[src/hdl/ogrrf_pkg.sv]
// Package for the occupancy grid rigid remap fusion block.
// Holds field widths, function and register codes, reset values and shared types.
// No dependencies.
package ogrrf_pkg;

   // grid size defaults
   localparam int ROWS_DEFAULT = 512;
   localparam int COLS_DEFAULT = 256;

   // width used when comparing coordinates against the grid size
   localparam int DIM_W = 13;

   // configuration port
   localparam int CSR_IDX_W  = 3;
   localparam int CSR_DATA_W = 24;

   localparam logic [CSR_IDX_W-1:0] CSR_ROT_COS    = 3'd0;
   localparam logic [CSR_IDX_W-1:0] CSR_ROT_SIN    = 3'd1;
   localparam logic [CSR_IDX_W-1:0] CSR_TRANS_X    = 3'd2;
   localparam logic [CSR_IDX_W-1:0] CSR_TRANS_Y    = 3'd3;
   localparam logic [CSR_IDX_W-1:0] CSR_CENTER_ROW = 3'd4;
   localparam logic [CSR_IDX_W-1:0] CSR_CENTER_COL = 3'd5;
   localparam logic [CSR_IDX_W-1:0] CSR_MARK_VALUE = 3'd6;

   // item function codes
   localparam logic [1:0] FUNC_LOAD = 2'd0;
   localparam logic [1:0] FUNC_FUSE = 2'd1;
   localparam logic [1:0] FUNC_READ = 2'd2;

   // signed landing coordinate, wide enough for any grid size in range
   typedef logic signed [17:0] coord_type;

   typedef struct packed {
      logic signed [15:0] rot_cos;
      logic signed [15:0] rot_sin;
      logic signed [23:0] trans_x;
      logic signed [23:0] trans_y;
      logic [8:0]         center_row;
      logic [7:0]         center_col;
      logic [7:0]         mark_value;
   } cfg_type;

   localparam cfg_type CFG_RESET = '{
      rot_cos:    16'sd16384,
      rot_sin:    16'sd0,
      trans_x:    24'sd0,
      trans_y:    24'sd0,
      center_row: 9'd256,
      center_col: 8'd128,
      mark_value: 8'd1
   };

   typedef struct packed {
      logic [1:0] func;
      logic [8:0] cell_row;
      logic [7:0] cell_col;
      logic [7:0] cell_value;
   } item_type;

   // stage advance strobes for the remap datapath
   typedef struct packed {
      logic mul;
      logic sum;
      logic tgt;
   } stage_type;

   // landing cell of a fuse
   typedef struct packed {
      logic      hit;
      coord_type row;
      coord_type col;
   } tgt_type;

endpackage

[src/hdl/ogrrf_remap.sv]
// Remap datapath: rotates a source cell offset, adds the translation and finds
// the landing cell, in three registered stages. Depends on ogrrf_pkg.
module ogrrf_remap
   import ogrrf_pkg::*;
#(
   parameter int ROWS = ROWS_DEFAULT,
   parameter int COLS = COLS_DEFAULT
) (
   input  logic      clock,
   input  cfg_type   cfg,
   input  logic [8:0] src_row,
   input  logic [7:0] src_col,
   input  stage_type stage,
   output tgt_type   tgt
);

   logic signed [8:0]  dx;
   logic signed [9:0]  dy;
   logic signed [24:0] cx_in, sx_in, cx_ff, sx_ff;
   logic signed [25:0] sy_in, cy_in, sy_ff, cy_ff;
   logic signed [26:0] rx, ry, rx_adj, ry_adj;
   logic signed [20:0] rx_q8, ry_q8;
   logic signed [24:0] qx_in, qy_in, qx_ff, qy_ff;
   logic signed [24:0] qx_adj, qy_adj;
   logic signed [16:0] ix, iy;
   tgt_type            tgt_in, tgt_ff;

   // stage 1: offsets from the vehicle center and the four products
   always_comb begin
      dx    = $signed({1'b0, src_col}) - $signed({1'b0, cfg.center_col});
      dy    = $signed({1'b0, cfg.center_row}) - $signed({1'b0, src_row});
      cx_in = $signed(cfg.rot_cos) * dx;
      sx_in = $signed(cfg.rot_sin) * dx;
      sy_in = $signed(cfg.rot_sin) * dy;
      cy_in = $signed(cfg.rot_cos) * dy;
   end

   // stage 2: rotate, cut Q14 to Q8 toward zero, add translation
   always_comb begin
      rx     = 27'(cx_ff) - 27'(sy_ff);
      ry     = 27'(sx_ff) + 27'(cy_ff);
      rx_adj = rx + (rx[26] ? 27'sd63 : 27'sd0);
      ry_adj = ry + (ry[26] ? 27'sd63 : 27'sd0);
      rx_q8  = 21'(rx_adj >>> 6);
      ry_q8  = 21'(ry_adj >>> 6);
      qx_in  = 25'(rx_q8) + 25'($signed(cfg.trans_x));
      qy_in  = 25'(ry_q8) + 25'($signed(cfg.trans_y));
   end

   // stage 3: whole cells toward zero, landing cell and grid bounds
   always_comb begin
      qx_adj     = qx_ff + (qx_ff[24] ? 25'sd255 : 25'sd0);
      qy_adj     = qy_ff + (qy_ff[24] ? 25'sd255 : 25'sd0);
      ix         = 17'(qx_adj >>> 8);
      iy         = 17'(qy_adj >>> 8);
      tgt_in.col = 18'($signed({1'b0, cfg.center_col})) + 18'(ix);
      tgt_in.row = 18'($signed({1'b0, cfg.center_row})) - 18'(iy);
      tgt_in.hit = !tgt_in.row[17] && (tgt_in.row < 18'(ROWS)) &&
                   !tgt_in.col[17] && (tgt_in.col < 18'(COLS));
   end

   always_ff @(posedge clock) begin
      if (stage.mul) begin
         cx_ff <= cx_in;
         sx_ff <= sx_in;
         sy_ff <= sy_in;
         cy_ff <= cy_in;
      end
      if (stage.sum) begin
         qx_ff <= qx_in;
         qy_ff <= qy_in;
      end
      if (stage.tgt) begin
         tgt_ff <= tgt_in;
      end
   end

   assign tgt = tgt_ff;

endmodule

[config.mk]
export PLATFORM = sky130hd
export DESIGN_NAME = ogrrf_remap
export DESIGN_NICKNAME = d
export VERILOG_FILES = /design/src/hdl/ogrrf_pkg.sv /design/src/hdl/ogrrf_remap.sv
export SDC_FILE = /design/constraint.sdc
export NUM_CORES = 2
export LEC_CHECK = 0
export ABC_AREA = 1
export ABC_CLOCK_PERIOD_IN_PS = 9800
export BUFFER_PORTS_ARGS = -buffer_cell sky130_fd_sc_hd__buf_2
export CAP_MARGIN = 0
export CORE_ASPECT_RATIO = 1.1
export CORE_MARGIN = 1.5
export CORE_UTILIZATION = 35
export CTS_BUF_LIST = sky130_fd_sc_hd__clkbuf_8
export DETAILED_ROUTE_END_ITERATION = 16
export MAX_ROUTING_LAYER = met4
export PLACE_DENSITY = 0.47
export SLEW_MARGIN = 20
export SYNTH_ARGS = -nofsm -noshare
export SYNTH_HDL_FRONTEND = slang
export SYNTH_SLANG_ARGS = --single-unit
[constraint.sdc]
create_clock -name clock -period 9.8 [get_ports clock]
set_input_delay 0.98 -clock clock [delete_from_list [all_inputs] [get_ports clock]]
set_output_delay 0.98 -clock clock [all_outputs]
set_load 0.01 [all_outputs]
==> key figures <==
Status
  • Outcome: finished clean

Drt
  • Via count: 30842
  • Vias per Instance: 4.877
  • DRC violation count after routing: 0
  • Per-cell routed wire length: 17.50 um
  • Antenna violation net count after detailed routing: 0
  • DRC marker count from the first detailed-route iteration: 1909
  • Final routed wirelength across all metal layers: 110700 um
  • Count of TritonRoute iterations in the first routing pass: 8

Setup path
  • Required @ worst endpoint: 10.12 ns
  • Crit-path max cell delay: 0.67 ns
  • Critical Path End Type: flop
  • Most frequent cell on the critical path: sky130_fd_sc_hd__nand2_1
  • Largest fanout of any net on the critical path: 16
  • Critical Path Start Type: input port
  • WP data arrival: 8.29 ns
  • Setup CP Type: input port to flop
  • Slowest cell on crit path: sky130_fd_sc_hd__inv_1

STA
  • Unrepaired setup endpoints after global routing: false
  • Number of pins with negative max-slew slack in the final report: 0
  • Setup_tns: 0 ns
  • Clk_skew: 0.01697 ns
  • Worst slew pin tran: 0.8957 ns
  • Final Hold Violating Endpoints: 0
  • Min Tclk post-route: 7.967 ns
  • F_max: 0.1255 GHz
  • Final critical-path share of the clock period: 0.8130
  • Endpoints failing setup: 0
  • Relative slew slack: 0.4007

Global routing
  • Total global-route track usage: 0.2123
  • Initial antenna violation count: 13
  • Wire length of the first global-routing pass: 172300 um
  • Total gr overflow: 0
  • Largest net degree at the start of global routing: 54
  • Via count of the first global-routing pass: 30358

Synth
  • Avg Inst Size Synth: 7.848 sq um
  • Complex-gate fraction of the synthesized area: 0.06659
  • Syn Inst Count: 4781
  • Number of flops mapped to enable cells by yosys: 189
  • Number of nets in the synthesized netlist: 5815
  • Count of state elements after synthesis: 189
  • Multiplexer share of the synthesized area: 0
  • Share of synthesized area occupied by flip-flops and latches: 0.1513
  • Simple logic cell fraction of the synthesized area: 0.2079
  • Post-synthesis cell type count: 56
  • Synth warnings: 0
  • Proportion of register bits with asynchronous set or reset after synthesis: 0
  • Synthesized cell area: 37520 sq um
  • Adder-cell area share of the yosys netlist: 0.4076
  • Dominant combinational cell family by area after synthesis: adder cells
  • Main flop type after synthesis: sky130_fd_sc_hd__edfxtp_1
  • Parity-gate share of the synthesized area counting xor and xnor cells: 0.05559

Cells and area
  • Combined area of the multi-input logic cells: 27680 sq um
  • Area growth from synthesis to layout: 7.529%
  • Fraction of layout cells with a size suffix above 1: 0.05937
  • Number of fill cells in the layout: 11288
  • Post-layout net count: 5940
  • Leading cell types in the layout, fill and taps excluded: 1004 x sky130_fd_sc_hd__inv_1, 1004 x sky130_fd_sc_hd__nand2_1, 530 x sky130_fd_sc_hd__nor2_1
  • Sequential cell area: 5675 sq um

Clock tree
  • Post-CTS Hold Fix Bufs: 0
  • Clock slew seen by the registers of the worst setup and hold paths: 0.11 ns
  • CTS Buffer Depth: 2
  • Clock root buffer: sky130_fd_sc_hd__clkbuf_8
  • Clock tree from TritonCTS: yes
  • H-tree level count: 4
  • Clock buffers created by TritonCTS: 17
  • Post-CTS repair timing setup buffer count: 0
  • Post-cts repair resize count: 0
  • Clk Latency, worst-skew pair: 0.57 ns
  • Number of clock sinks: 189

Die
  • Initial core utilization: 0.3544
  • Core Footprint: 105900 sq um
  • # rows: 125
  • Number of I/O pins: 163
  • Die Wd: 315.2 um
  • Die area: 109200 sq um
  • Die Height: 346.4 um

Placement
  • Port bufs: 154
  • Final Wtd Congestion: 0.8975
  • Total half-perimeter wirelength after legalization and detailed placement: 93680 um

Min path
  • Hold/Removal Path Class: input port to flop

Job
  • MaxCap Viol Count: 0
cell families after synthesis:
| logic type | count (synthesis) |
|---|---|
| fa+ha+maj | 908 |
| buf+inv | 1107 |
| simple gates | 1891 |
| xor+xnor | 233 |
| compound gates | 453 |
| flops | 189 |
worst max-delay path: cells and delay by family:
kind	cells	cell delay [ns]
AND/OR/NAND/NOR	11	1.18
buffers and inverters	5	0.94
adder cells (fa/ha/maj)	7	3.27
AO/OA/AOI/OAI	9	1.72
XOR/XNOR	1	0.16
final timing paths:
kind,startpoint,end,slack [ns],cells after the start
max,cfg[18],cy_ff[23]$_DFFE_PP_,1.83,33
min,cfg[49],qx_ff[0]$_DFFE_PP_,0.72,2
max reg2reg,sx_ff[0]$_DFFE_PP_,qy_ff[12]$_DFFE_PP_,3.73,28
min reg2reg,qx_ff[23]$_DFFE_PP_,tgt[15]$_DFFE_PP_,0.87,5
state kept, by name (all words and copies together), names as in the netlist:
name,count
cx_ff,25
cy_ff,26
qx_ff,25
qy_ff,25
sx_ff,25
sy_ff,26
tgt,37
cell type report:
cell class | instances | share of cell area
diodes | 9 | 0.0005582
clock buffers | 17 | 0.005799
clock inverters | 14 | 0.002884
inverters | 1026 | 0.09545
multi-input cells | 3485 | 0.6860
flip-flops and latches | 189 | 0.1407
well taps | 1397 | 0.04332
repair buffers | 187 | 0.02530
routing by layer:
metal	track usage	routed length [um]
met1	0.2893	51460
met2	0.3344	51160
met3	0.02994	6008
met4	0.04435	2035
met5	-	0
per-stage QoR:
stage,hold slack (ns),util,worst slack (ns),instances,instance area [sq um]
6_report,0.7222,0.3811,1.833,6324,40350
5_1_grt,0.6848,0.3810,1.390,6323,40340
4_1_cts,0.6631,0.3808,2.009,6315,40320
3_5_place_dp,0.8666,0.3775,1.335,6284,39970
3_3_place_gp,0.8428,0.3775,1.356,6284,39970
2_1_floorplan,0.7027,-,2.536,4781,37520
cells in the mapped netlist (5+ instances only):
master	count	area [sq um]
sky130_fd_sc_hd__nand2_1	1004	3769
sky130_fd_sc_hd__inv_1	1003	3765
sky130_fd_sc_hd__nor2_1	530	1989
sky130_fd_sc_hd__fa_1	524	10490
sky130_fd_sc_hd__ha_1	384	4805
sky130_fd_sc_hd__a21oi_1	239	1196
sky130_fd_sc_hd__nand3_1	190	950.9
sky130_fd_sc_hd__edfxtp_1	189	5675
sky130_fd_sc_hd__xor2_1	152	1331
sky130_fd_sc_hd__o21ai_0	118	590.6
sky130_fd_sc_hd__xnor2_1	75	656.9
sky130_fd_sc_hd__clkbuf_1	70	262.8
sky130_fd_sc_hd__nand4_1	52	325.3
sky130_fd_sc_hd__nor3_1	27	135.1
sky130_fd_sc_hd__a21o_1	18	135.1
sky130_fd_sc_hd__a31oi_1	15	93.84
sky130_fd_sc_hd__nor2_2	15	93.84
sky130_fd_sc_hd__nand3b_1	14	105.1
sky130_fd_sc_hd__nand2_2	13	81.33
sky130_fd_sc_hd__clkinv_1	12	45.04
sky130_fd_sc_hd__o211ai_1	12	90.09
sky130_fd_sc_hd__inv_2	11	41.29
sky130_fd_sc_hd__or2_2	11	68.82
sky130_fd_sc_hd__nor4_1	10	62.56
sky130_fd_sc_hd__o21ai_1	10	50.05
sky130_fd_sc_hd__o21bai_1	9	67.56
sky130_fd_sc_hd__a21boi_0	7	52.55
sky130_fd_sc_hd__buf_2	7	35.03
sky130_fd_sc_hd__nor3_2	7	70.07
sky130_fd_sc_hd__xor2_2	6	97.59
sky130_fd_sc_hd__and3_1	5	31.28
Power is left out: the tool's default activity adds up to more than one toggle a clock period on the data nets, which glitch-free logic cannot reach.
